===== src/rtl/odo_pkg.sv =====
// Shared types, constants and the arctangent table for the odometry block.
// No dependencies.
package odo_pkg;

  localparam int DELTA_W = 24;
  localparam int CORD_W  = 34;
  localparam logic [31:0] CORDIC_X0 = 32'h26DD3B6A;
  localparam logic cfg_addr_heading = 1'b0;

  typedef enum logic [1:0] {
    REG_HEADING_GAIN  = 2'd0,
    REG_DISTANCE_GAIN = 2'd1
  } reg_idx_t;

  typedef enum logic [2:0] {
    ST_IDLE, ST_GAIN_H, ST_GAIN_D, ST_ROT, ST_QUAD, ST_MUL, ST_DONE
  } back_st_t;

  typedef struct packed {
    logic                      mode;
    logic signed [DELTA_W-1:0] dl;
    logic signed [DELTA_W-1:0] dr;
  } odo_item_t;

  localparam logic [31:0] ATAN_TURNS [32] = '{
    32'h20000000, 32'h12E4051E, 32'h09FB385B, 32'h051111D4,
    32'h028B0D43, 32'h0145D7E1, 32'h00A2F61E, 32'h00517C55,
    32'h0028BE53, 32'h00145F2F, 32'h000A2F98, 32'h000517CC,
    32'h00028BE6, 32'h000145F3, 32'h0000A2FA, 32'h0000517D,
    32'h000028BE, 32'h0000145F, 32'h00000A30, 32'h00000518,
    32'h0000028C, 32'h00000146, 32'h000000A3, 32'h00000051,
    32'h00000029, 32'h00000014, 32'h0000000A, 32'h00000005,
    32'h00000003, 32'h00000001, 32'h00000001, 32'h00000000
  };

endpackage


===== src/rtl/odo_queue.sv =====
// Two-entry queue between the front and back ends.
// Depends on odo_pkg.
module odo_queue (
  input  logic               clk,
  input  logic               rst_n,
  input  logic               push,
  input  odo_pkg::odo_item_t push_data,
  input  logic               pop,
  output logic               full,
  output logic               not_empty,
  output odo_pkg::odo_item_t head
);
  import odo_pkg::*;

  odo_item_t mem_r [2];
  logic      wptr_r, rptr_r;
  logic [1:0] cnt_r;

  assign full      = (cnt_r == 2'd2);
  assign not_empty = (cnt_r != 2'd0);
  assign head      = mem_r[rptr_r];

  always_ff @(posedge clk) begin
    if (push) mem_r[wptr_r] <= push_data;
  end

  always_ff @(posedge clk) begin
    if (!rst_n) begin
      wptr_r <= 1'b0;
      rptr_r <= 1'b0;
      cnt_r  <= 2'd0;
    end else begin
      if (push) wptr_r <= !wptr_r;
      if (pop)  rptr_r <= !rptr_r;
      cnt_r <= cnt_r + 2'(push) - 2'(pop);
    end
  end
endmodule


===== config.mk =====
export PLATFORM = sky130hd
export DESIGN_NAME = odo_queue
export DESIGN_NICKNAME = d
export VERILOG_FILES = /design/src/rtl/odo_pkg.sv /design/src/rtl/odo_queue.sv
export SDC_FILE = /design/constraint.sdc
export NUM_CORES = 1
export LEC_CHECK = 0
export BUFFER_PORTS_ARGS = -buffer_cell sky130_fd_sc_hd__buf_2
export CAP_MARGIN = 15
export CORE_MARGIN = 10
export CORE_UTILIZATION = 40
export CTS_BUF_LIST = sky130_fd_sc_hd__clkbuf_8
export DETAILED_ROUTE_END_ITERATION = 8
export PLACE_DENSITY = 0.61
export REMOVE_ABC_BUFFERS = 1
export SYNTH_ARGS = -nofsm -noshare
export SYNTH_HDL_FRONTEND = slang
export SYNTH_SLANG_ARGS = --single-unit
export TNS_END_PERCENT = 100

===== constraint.sdc =====
create_clock -name clk -period 7.6 [get_ports clk]
set_clock_uncertainty 0.2 [all_clocks]
set_input_delay 0.38 -clock clk [delete_from_list [all_inputs] [get_ports clk]]
set_output_delay 0.38 -clock clk [all_outputs]
set_load 0.01 [all_outputs]

# Yosys cells after proc, flatten, opt, wreduce, memory -nomap -nowiden
# Memories as Yosys holds them, arrays and structs flattened. A register that Yosys moved wholly into a read port is not among the register bits.
# Cells that the tools add are included.
# totals
mem_count	1
register_bits	4
in_bits	53
out_inout_bits	51
mem_bits_rw	98
# mem_list
memory	words	width	read_ports	rd_ports_with_merged_regs	write_ports	line_no	rtl
mem_r	2	49	1	1	1	odo_queue.sv:15	odo_item_t mem_r [2];
# op_classes
reduce_logical	3
addsub	2
mux	4
n_eq_ne	1
# ops
operator	count
1-bit two-way mux	4
2-bit by 1-bit adder with 2-bit output	1
2-bit == test, second input constant	1
1-bit logical NOT	2
2-bit nonzero test	1
2-bit by 1-bit subtractor with 2-bit output	1

# Logic depth before layout (Yosys ltp)
# logic_depth
depth_word	3
mapped_depth	6
mapped_depth_nobuf	6

# Worst setup path after synthesis
# OpenSTA, ideal clock, no wires.
# synth_timing
path_type	input-to-reg
from	input port push
to	memory mem_r[0][0] (netlist bit), enable pin
setup_time_ns	0.463
required_time_ns	6.937
arrival_time_ns	2.585
slack_ns	4.353
n_path_buf	0
cell_stages	1
path_cell_list	nor2b_1
# synth_via
elab_chain_cells	2
# synth_lines
element	line_no	rtl
from (decl)	odo_queue.sv:6	input logic push,
1-bit two-way mux	odo_queue.sv:24	if (push) mem_r[wptr_r] <= push_data;
1-bit two-way mux (not written as such)	odo_queue.sv:24	
to (decl)	odo_queue.sv:15	
# No other way between the ends.

==> impl_summary.log <==
INFO  metric nFillCells = 745
INFO  metric placed_cells_incl_taps = between 400 and 500
INFO  metric max-cap-violations = 0
INFO  metric grt_first_pass_wirelength = about 12,000 µm
INFO  metric postCtsSetupRepairBufs = 0
INFO  metric grt-ovfl-total = 0
INFO  metric ys_seq_elements = slightly above 100
INFO  metric clock_insertion_delay_worst_skew = between 300 and 400 ps
INFO  metric r2r_cells = 2
INFO  metric final_layout_size_suffix_gt1_frac = 0.527
INFO  metric avgViaCountPerCell = about 4.4
INFO  metric synth_flop_cell = sky130_fd_sc_hd__edfxtp_1
INFO  metric gp_weighted_congestion = between 0.6 and 0.7
INFO  metric setup_violations = 0
INFO  metric drt-total-wl = ~7500 µm
INFO  metric yosys_warnings = 0
INFO  metric cts_sinks = 103
INFO  metric min_path_type = input port to register
INFO  metric tritoncts_buffers = 9
INFO  metric achievable-frequency = approximately 380 MHz
INFO  metric power = about 1100 µW
INFO  metric r2r-start = wptr_r$_SDFFE_PN0P_
INFO  metric crit_path_end_kind = output port
INFO  metric result_of_the_run = finished, final reports clean
INFO  metric tightestPinTransition = between 600 and 700 ps
INFO  metric worst_ir_drop_vdd = about 0.11 mV
INFO  metric nets = 380
INFO  metric die_h = approximately 120 µm
INFO  metric grt_antenna_before_repair = 1
INFO  metric vias = slightly above 2,000
INFO  metric postCtsHoldBufs = 35
INFO  metric htree_levels = 3
INFO  metric total_routing_usage_reported_by_global_routing = 0.110
INFO  metric leakage_dissipation = around 0.0019 µW
INFO  metric netlist_top_cells_count = sky130_fd_sc_hd__edfxtp_1 (98), sky130_fd_sc_hd__mux2_2 (39), sky130_fd_sc_hd__mux2_4 (10)
INFO  metric synth-edff-count = between 90 and 100
INFO  metric cp.arrival = a little over 2000 ps
INFO  metric dieWidth = roughly 120 µm
INFO  metric netlist_area = 0.00381 mm²
INFO  metric grt_setup_unrepaired = false
INFO  metric post-route-min-period = between 2000 and 3000 ps
INFO  metric r2r_slack = ~5700 ps
INFO  metric worst_r2r_endpoint = mem_r[0][15]$_DFFE_PP_
INFO  metric floorplan.initialDensity = 0.412
INFO  metric cts.root.buffer_cell = sky130_fd_sc_hd__clkbuf_8
INFO  metric critPathLaunchType = register
INFO  metric synth.top_cell.area_share = 0.773
INFO  metric async_reset_ff_frac = 0
INFO  metric synth_largest_area_cell = sky130_fd_sc_hd__edfxtp_1
INFO  metric pwr_density_cell = 223 mW/mm²
INFO  metric cp_max_fo = 35
INFO  metric cts_max_path_buffers = 2
INFO  metric synth.yosys.seq_area_share = 0.799
INFO  metric grt_max_degree = 38
INFO  metric final-max-slew-violation-count = 0
INFO  metric synth_top_cells_by_area = sky130_fd_sc_hd__edfxtp_1 (77%), sky130_fd_sc_hd__mux2_2 (12%), sky130_fd_sc_hd__mux2_4 (3.9%), sky130_fd_sc_hd__dfxtp_1 (2.6%), sky130_fd_sc_hd__and2_1 (0.66%)
INFO  metric route.antenna.remaining_nets = 0
INFO  metric finalCoreUtilization = 0.547
INFO  metric top_level_ports = around 100
INFO  metric setup.worst_path.end = head[8]
INFO  metric hpwlAfterDp = a little over 5000 µm
INFO  metric finalSetupTns = 0 ps
INFO  metric dpl_cell_area = around 0.0045 mm²
INFO  metric drc = 0
INFO  metric die-area = 0.0138 mm²
INFO  metric area_delta_synth_final = 32.6%
INFO  metric worst_setup_hold_path_clk_slew = about 100 ps
INFO  metric grt_pass1_vias = 2,319
INFO  metric worst_ep_required_time = ~7000 ps
INFO  metric std_cell_rows = 35
INFO  metric fin_area = slightly above 0.005 mm²
INFO  metric finalNonFillerCells = 460
INFO  metric syn_avg_cell_area = 22.0 µm²
INFO  metric drt_iter0_drc = 125
INFO  metric synth.most_common_cell = sky130_fd_sc_hd__edfxtp_1
INFO  metric final.period_utilization = 0.345
INFO  metric core-area = ~0.0092 mm²
INFO  metric worst_slew_margin_rel = 0.573
INFO  metric hold_violations = 0
INFO  metric cts.repair.resized = 0
INFO  metric synthDistinctLibCells = 15
INFO  metric numPortBuffers = around 100
INFO  metric tritoncts = done
INFO  metric synthesis.instances = between 150 and 200
INFO  metric firstDrtPassIters = 4
INFO  metric crit_type = register to output port
INFO  metric detail_route.wl_per_cell = about 16 µm
## metal layers
metal | part of all wire | GRT usage | routed length [µm] | up-vias
li1 | - | - | - | 979
met5 | 0 | 0 | 0 | -
met1 | 0.46 | 0.133 | 3480 | 985
met2 | 0.47 | 0.174 | 3510 | 67
met4 | 0.018 | 0.0479 | 139 | 0
met3 | 0.053 | 0.0369 | 396 | 12
## report_power, final
| part | switching [µW] | internal [µW] |
|---|---|---|
| registers | 10.8 | 655 |
| clock network | 184 | 122 |
| logic | 70.6 | 83.4 |
## layout make-up
type	instances	area, µm²	area share
sequential	103	3040	0.603
timing repair buffer	146	938	0.186
multi-input combinational	63	718	0.142
tap	129	161	0.0320
clock buffer	9	124	0.0245
clock inverter	7	55.1	0.0109
inverter	2	7.51	0.00149
antenna	1	2.50	0.000495
## cells by family (layout without fill, tap and decap cells)
kind of cell | after synthesis | after routing | synth area share
and+or+nand+nor | 9 | 9 | 0.0148
xor gates and xnor gates | 2 | 2 | 0.00821
AOI/OAI and AO/OA | 1 | 1 | 0.00197
other | 0 | 1 | 0
muxes | 49 | 49 | 0.155
buffers and inverters | 7 | 164 | 0.0148
adders and majority gates | 2 | 2 | 0.00657
DFF | 103 | 103 | 0.799
## worst max-delay path, cell delays in order (launching register included)
cell and delay [ps]:
sky130_fd_sc_hd__dfxtp_2 580, sky130_fd_sc_hd__buf_4 540, sky130_fd_sc_hd__mux2_2 410, sky130_fd_sc_hd__buf_2 140
## metrics by stage
step                hold WS (ps)  worst slack (ps)
floorplan                    279              4350
global placement             368              5330
detailed placement           363              5300
CTS                        0.193              4900
global route                1.32              4840
finish                      23.7              4980
## state kept, by name, summed over array words and instances (netlist names), named ones only
signal / flops
cnt_r: 2
wptr_r: 1
rptr_r: 1
mem_r: 98
## worst min-delay path by stage
stage	start	to	slack, ps	cells after the start
global placement	push_data[5]	mem_r[0][5]$_DFFE_PP_	370	1
detailed placement	rptr_r$_SDFFE_PN0P_	register	360	2
global route	push_data[15]	mem_r[0][15]$_DFFE_PP_	1	1
CTS	push_data[25]	mem_r[1][25]$_DFFE_PP_	0.2	1
floorplan	push_data[0]	mem_r[0][0]$_DFFE_PP_	280	0
finish	push_data[2]	mem_r[1][2]$_DFFE_PP_	20	1
## cell usage in the layout (no fill, tap or decap)
cell                            synthesis  final
sky130_fd_sc_hd__and2_1                 4      3
sky130_fd_sc_hd__and2_2                 0      1
sky130_fd_sc_hd__buf_2                  0    103
sky130_fd_sc_hd__buf_4                  3      3
sky130_fd_sc_hd__clkbuf_8               0      9
sky130_fd_sc_hd__clkinv_1               0      1
sky130_fd_sc_hd__clkinvlp_4             0      3
sky130_fd_sc_hd__dfxtp_1                5      4
sky130_fd_sc_hd__dfxtp_2                0      1
sky130_fd_sc_hd__diode_2                0      1
sky130_fd_sc_hd__dlygate4sd3_1          0     40
sky130_fd_sc_hd__edfxtp_1              98     98
sky130_fd_sc_hd__ha_1                   2      2
sky130_fd_sc_hd__inv_1                  2      2
sky130_fd_sc_hd__inv_6                  0      2
sky130_fd_sc_hd__inv_8                  0      1
sky130_fd_sc_hd__mux2_2                39     39
sky130_fd_sc_hd__mux2_4                10     10
sky130_fd_sc_hd__nor2b_1                4      3
sky130_fd_sc_hd__nor2b_4                0      1
sky130_fd_sc_hd__o21a_1                 1      1
sky130_fd_sc_hd__or2_2                  1      1
sky130_fd_sc_hd__xnor3_1                1      1
sky130_fd_sc_hd__xor2_1                 1      1
Power figures use the tool's default switching activity.
