**src/rtl/odo_pkg.sv**
```systemverilog
// Shared types, constants and the arctangent table for the odometry block.
// No dependencies.
package odo_pkg;

  localparam int DELTA_W = 24;
  localparam int CORD_W  = 34;
  localparam logic [31:0] CORDIC_X0 = 32'h26DD3B6A;
  localparam logic cfg_addr_heading = 1'b0;

  typedef enum logic [1:0] {
    REG_HEADING_GAIN  = 2'd0,
    REG_DISTANCE_GAIN = 2'd1
  } reg_idx_t;

  typedef enum logic [2:0] {
    ST_IDLE, ST_GAIN_H, ST_GAIN_D, ST_ROT, ST_QUAD, ST_MUL, ST_DONE
  } back_st_t;

  typedef struct packed {
    logic                      mode;
    logic signed [DELTA_W-1:0] dl;
    logic signed [DELTA_W-1:0] dr;
  } odo_item_t;

  localparam logic [31:0] ATAN_TURNS [32] = '{
    32'h20000000, 32'h12E4051E, 32'h09FB385B, 32'h051111D4,
    32'h028B0D43, 32'h0145D7E1, 32'h00A2F61E, 32'h00517C55,
    32'h0028BE53, 32'h00145F2F, 32'h000A2F98, 32'h000517CC,
    32'h00028BE6, 32'h000145F3, 32'h0000A2FA, 32'h0000517D,
    32'h000028BE, 32'h0000145F, 32'h00000A30, 32'h00000518,
    32'h0000028C, 32'h00000146, 32'h000000A3, 32'h00000051,
    32'h00000029, 32'h00000014, 32'h0000000A, 32'h00000005,
    32'h00000003, 32'h00000001, 32'h00000001, 32'h00000000
  };

endpackage

```
**src/rtl/odo_if.sv**
```systemverilog
// Valid/ready channel interfaces for encoder items and pose results.
// No dependencies.
interface odo_in_if;
  logic               valid;
  logic               ready;
  logic               mode;
  logic signed [31:0] left_count;
  logic signed [31:0] right_count;
  modport source (output valid, mode, left_count, right_count, input ready);
  modport sink   (input valid, mode, left_count, right_count, output ready);
endinterface


```
**src/rtl/odo_front.sv**
```systemverilog
// Front end: accepts encoder items, forms saturated tick deltas.
// Depends on odo_pkg and odo_in_if.
module odo_front (
  input  logic              clk,
  input  logic              rst_n,
  odo_in_if.sink            in_chan,
  input  logic              q_full,
  output logic              q_push,
  output odo_pkg::odo_item_t q_data
);
  import odo_pkg::*;

  logic [31:0] prev_left_r, prev_right_r;
  logic [31:0] neg_l, neg_r, diff_l, diff_r;

  function automatic logic signed [DELTA_W-1:0] sat(input logic [31:0] d);
    logic signed [31:0] s;
    s = signed'(d);
    if (s > 32'sd8388607) return {1'b0, {(DELTA_W-1){1'b1}}};
    if (s < -32'sd8388608) return {1'b1, {(DELTA_W-1){1'b0}}};
    return s[DELTA_W-1:0];
  endfunction

  assign in_chan.ready = !q_full;
  assign q_push = in_chan.valid && !q_full;
  assign neg_l  = 32'd0 - in_chan.left_count;
  assign neg_r  = 32'd0 - in_chan.right_count;
  assign diff_l = neg_l - prev_left_r;
  assign diff_r = neg_r - prev_right_r;

  always_comb begin
    q_data.mode = in_chan.mode;
    q_data.dl   = sat(diff_l);
    q_data.dr   = sat(diff_r);
  end

  always_ff @(posedge clk) begin
    if (!rst_n) begin
      prev_left_r  <= '0;
      prev_right_r <= '0;
    end else if (q_push) begin
      if (in_chan.mode) begin
        prev_left_r  <= '0;
        prev_right_r <= '0;
      end else begin
        prev_left_r  <= neg_l;
        prev_right_r <= neg_r;
      end
    end
  end
endmodule

```
**src/flat_wrapper.sv**
```systemverilog
// flat-port wrapper written by rule: the top's interface ports become plain ports
module odo_front_flat import odo_pkg::*;
  (clk, rst_n, q_full, q_push, q_data, in_chan_valid, in_chan_mode, in_chan_left_count, in_chan_right_count, in_chan_ready);
  odo_in_if in_chan_i ();
  input  logic clk;
  input  logic rst_n;
  input  logic q_full;
  output logic q_push;
  output odo_pkg::odo_item_t q_data;
  input wire logic [$bits(in_chan_i.valid)-1:0] in_chan_valid;
  input wire logic [$bits(in_chan_i.mode)-1:0] in_chan_mode;
  input wire logic [$bits(in_chan_i.left_count)-1:0] in_chan_left_count;
  input wire logic [$bits(in_chan_i.right_count)-1:0] in_chan_right_count;
  output wire logic [$bits(in_chan_i.ready)-1:0] in_chan_ready;
  assign in_chan_i.valid = in_chan_valid;
  assign in_chan_i.mode = in_chan_mode;
  assign in_chan_i.left_count = in_chan_left_count;
  assign in_chan_i.right_count = in_chan_right_count;
  assign in_chan_ready = in_chan_i.ready;
  odo_front u_core (.clk(clk), .rst_n(rst_n), .in_chan(in_chan_i), .q_full(q_full), .q_push(q_push), .q_data(q_data));
endmodule
```
**config.mk**
```make
export PLATFORM = sky130hd
export DESIGN_NAME = odo_front_flat
export DESIGN_NICKNAME = d
export VERILOG_FILES = /design/src/rtl/odo_pkg.sv /design/src/rtl/odo_if.sv /design/src/rtl/odo_front.sv /design/src/flat_wrapper.sv
export SDC_FILE = /design/constraint.sdc
export NUM_CORES = 1
export LEC_CHECK = 0
export ABC_AREA = 1
export BUFFER_PORTS_ARGS = -buffer_cell sky130_fd_sc_hd__buf_2
export CAP_MARGIN = 20
export CELL_PAD_IN_SITES_DETAIL_PLACEMENT = 1
export CELL_PAD_IN_SITES_GLOBAL_PLACEMENT = 2
export CORE_MARGIN = 1.5
export CORE_UTILIZATION = 32
export DETAILED_ROUTE_END_ITERATION = 8
export PLACE_DENSITY = 0.92
export SLEW_MARGIN = 15
export SYNTH_ARGS = -nofsm -noshare
export SYNTH_HDL_FRONTEND = slang
export SYNTH_SLANG_ARGS = --single-unit
```
**constraint.sdc**
```tcl
create_clock -name clk -period 8.64 [get_ports clk]
set_clock_uncertainty 0.15 [all_clocks]
set_input_delay 0 -clock clk [delete_from_list [all_inputs] [get_ports clk]]
set_output_delay 0 -clock clk [all_outputs]
set_load 0.02 [all_outputs]
```
[Yosys cells after proc, flatten, opt, wreduce, memory -nomap -nowiden]
Index checks and enable logic that the tools add are counted.
Storage, ports and cells
  register bits after elaboration: 64
  input port bits: 69
  word-level logic and storage cells: 28
Operators by class
  reductions and logical operators: 2
  magnitude comparators: 4
  multiplexer cells: 16
  add/sub/neg operators: 4
Operators by type and width (number)
  $mux W24: 8
  $gt A32 B24 Y1 const B: 2
  $lt A32 B24 Y1 const B: 2
  $mux W32: 2
  $sub A1 B32 Y32 const A: 2
  $sub A32 B32 Y32: 2
  $mux W1: 6
  $logic_and A1 B1 Y1: 1
  $logic_not A1 Y1: 1

[Longest topological paths before layout]
  depth in word-level cells: 7
  mapped depth: 29
  depth with buffers taken out: 28

[Worst setup path after synthesis]
OpenSTA, ideal clock, no wires.
  kind: in2out
  start point: input in_chan_right_count[0]
  end point: output q_data[15] (netlist bit)
  buffers on the path: 1
  stages on the path: 26
  arrival time: 3.098 ns
  path slack: 5.392 ns
  cells stage by stage: inv_1 > ha_1 > inv_1 > nor3_1 > inv_1 > nor2_2 > or3b_2 > o21ai_0 > inv_1 > ha_1 > nand2_1 > inv_1 > nand2_1 > nand2_1 > nand2_1 > a21oi_1 > nor2_1 > nand2_1 > a21oi_1 > inv_1 > nand2_1 > nand2_2 > nand2_2 > buf_6 > nand2_1 > nand2_1
RTL lines
  start: declaration: RTL line flat_wrapper.sv:13  | input wire logic [$bits(in_chan_i.right_count)-1:0] in_chan_right_count;
  end: declaration: RTL line flat_wrapper.sv:9  | output odo_pkg::odo_item_t q_data;

==> impl_metrics.csv <==
group,metric,value,unit
outcome,status,"finished clean",
layout,final_nets,1973,
die,core,27710,um2
synthesis,syn-num-nets,1821,
critical_path,worstPathRequired,8.49,ns
critical_path,cp-start-kind,"input port",
global_route,grt_pass1_vias,10100,
global_route,grtUsageTotal,0.2140,
timing,finalSetupViolCount,0,
clocking,cts.htree.levels,3,
drt,firstDrtPassIters,4,
layout,final_cell_mix,"nand2_1, inv_1, nor2_1",
layout,fillCellCount,3965,
synthesis,synthCells,1686,
critical_path,worstPathMaxFanout,23,
layout,drive_above_1_share,0.09229,
synthesis,synth_top_area_frac,0.2785,
timing,max_freq,0.2022,GHz
layout,regArea,1281,um2
layout,final_common_cell,"nand2_1",
synthesis,ys_seq_elements,64,
synthesis,synth_area_leaders,"nand2_1, dfxtp_1, inv_1",
critical_path,worstSetupPathType,"in -> out",
global_route,grt_overflow,0,
critical_path,crit_family,"simple AND/OR/NAND/NOR gates",
global_route,grt_max_degree,67,
synthesis,synth_area,8991,um2
placement,portBuffers,119,
synthesis,synth_top_area_cell,"nand2_1",
clocking,cts_tree,"yes",
global_route,grtUsageMet1,0.2905,
placement,gp_congestion,0.8786,
critical_path,cp_num_buf_inv,9,
clocking,insertion_delay,0.33,ns
global_route,use_met3,0.03447,
job,drv_cap,0,
critical_path,crit_arrival,4.79,ns
die,die_h,170.6,um
timing,fin_setup_tns,0,ns
timing,fin_hold_ws,0.005711,ns
pwr,vdd_drop_max,0.06335,mV
global_route,grt_use_met2,0.3574,
synthesis,yosysWarnings,0,
timing,post-route-min-period,4.945,ns
critical_path,critical_path.reg2reg.startpoint,"u_core.prev_left_r[2]",
drt,drc,0,
critical_path,r2r_slack,7.79,ns
critical_path,end_kind,"output port",
critical_path,slowest_stage,"dlygate4sd3_1",
min_path,whs_endpoint,"u_core.prev_left_r[5]",
clocking,cts_resized,0,
drt,avgViaCountPerCell,4.685,
clocking,clkTransAtPathRegs,0.05,ns
synthesis,ys_seq_area_frac,0.1425,
min_path,hp-class,"in -> reg",
timing,finalHoldViolations,0,
min_path,worstHoldStart,"in_chan_left_count[5]",
critical_path,r2r_end,"u_core.prev_left_r[2]",
pwr,power.leakage,5.568,nW
clocking,clock_path_buffers,2,
clocking,cts_buffers,9,
clocking,cts_sinks,64,
critical_path,reg2regPathDepth,2,
drt,antenna_left,0,
critical_path,cp.depth,28,
timing,tightestPinTransition,0.7948,ns
timing,slew_viol_final,0,
drt,wl,30.80,mm
die,die_x,170.6,um
global_route,grt_busiest_layer,"met2",
synthesis,synth.distinct_cells,39,
critical_path,crit_top_cell,"inv_1",
drt,wl_per_cell,13.86,um
die,top_level_ports,120,
die,die_area,29110,um2
pwr,power_density,114.4,nW/um2
layout,multi_input_area,6304,um2
global_route,antenna_found_initial,2,
clocking,cts-root-buf,"clkbuf_16",
die,rows,61,
timing,rsz0062_at_grt,"false",
placement,dp_hpwl,25.67,mm
timing,slew_headroom,0.4701,
critical_path,slowest_delay,0.53,ns
timing,period_share,0.5723,
layout,area_growth_syn_to_layout,18.77,%
drt,drt_iter0_drc,513,
die,initial_core_util,0.3245,
global_route,grt_pass1_wl,50.10,mm
min_path,holdPathStages,5,
drt,vias,10410,
synthesis,avgSynthCellArea,5.333,um2
-- stage by stage --
step                power, mW  worst slack [ns]  instance area, um2  cells    util
CTS                     1.240             3.660               10670   2220  0.3853
global route            1.318             3.135               10680   2221  0.3854
global placement       0.8620             4.399                9930   2158  0.3584
finish                  1.221             3.695               10680   2222  0.3854
detailed placement     0.8727             4.214                9930   2158  0.3584
floorplan              0.7125             5.392                8991   1686       -
-- final cells by class --
class                   count  area share
flip-flops and latches     64      0.1200
multi-input cells        1260      0.5903
inverters                 334      0.1174
diodes                      2   0.0004687
repair buffers            169      0.1019
clock inverters             3    0.001640
clock buffers              12     0.02402
well taps                 378     0.04429
-- timing repair --
item | in CTS | in global routing
endpoints found under the setup margin | 0 | 0
buffers inserted | 0 | 0
hold endpoints to repair | 43 | 0
hold buffers | 47 | 0
-- registers in the layout, indices dropped and copies added, names as in the netlist --
register,cells
u_core.prev_right_r,32
u_core.prev_left_r,32
-- worst reg2reg max path, cell delays in order, from the launching register on --
cell	delay, ns
dfxtp_1	0.32
a22oi_1	0.18
nor2_1	0.06
-- layer usage --
layer | share of wire | up-vias
met1 | 0.50 | 4823
li1 | - | 5408
met3 | 0.040 | 17
met2 | 0.45 | 161
met5 | 0 | -
met4 | 0.012 | 0
-- cells in the mapped netlist --
cell and instances:
buf_6 6, nor4_1 5, nor2_4 2, nand4_1 18, or2_1 3, a21oi_1 103, o31ai_1 3, nand3_2 1
o21ai_2 2, nand3_1 68, o21ai_0 8, inv_2 3, inv_1 331, nand2_1 667, or3_1 2, nor3_2 1
dfxtp_1 64, fa_1 2, or2_2 1, or3b_2 1, nand3b_1 2, clkbuf_1 18, a22oi_1 2, o21ai_4 1
and3_1 2, buf_2 1, o21ai_1 1, nand2_2 10, nor2_1 151, ha_1 64, buf_4 3, a31oi_1 16
nand2_4 2, nor2_2 8, nor3_1 18, xor2_1 53, and2_1 5, xnor2_1 35, o21bai_1 3
-- worst max path at each step --
stage / from / to / slack [ns]
2_1_floorplan: in_chan_right_count[0] / q_data[15] / 5.39
4_1_cts: in_chan_right_count[0] / q_data[12] / 3.66
3_5_place_dp: in_chan_right_count[0] / q_data[12] / 4.21
6_report: in_chan_right_count[0] / q_data[12] / 3.70
3_3_place_gp: in_chan_right_count[0] / q_data[15] / 4.40
5_1_grt: in_chan_right_count[0] / q_data[12] / 3.13
-- logic make-up (layout without fill, tap and decap cells) --
logic type | count (synthesis) | after routing | synth area share
AO/OA/AOI/OAI | 139 | 139 | 0.08391
XOR/XNOR | 88 | 88 | 0.08572
adder cells (fa/ha/maj) | 66 | 66 | 0.09352
buffers and inverters | 362 | 518 | 0.1575
flip-flops | 64 | 64 | 0.1425
other | 0 | 2 | 0
AND/OR/NAND/NOR | 967 | 967 | 0.4368
-- report_power, final --
part           internal [mW]  total [mW]  switching [mW]
combinational          0.197       0.570           0.373
clock                  0.207       0.342           0.135
sequential             0.304       0.309         0.00448
total                  0.709        1.22           0.513
No activity file was read; power rests on OpenSTA's default activity.
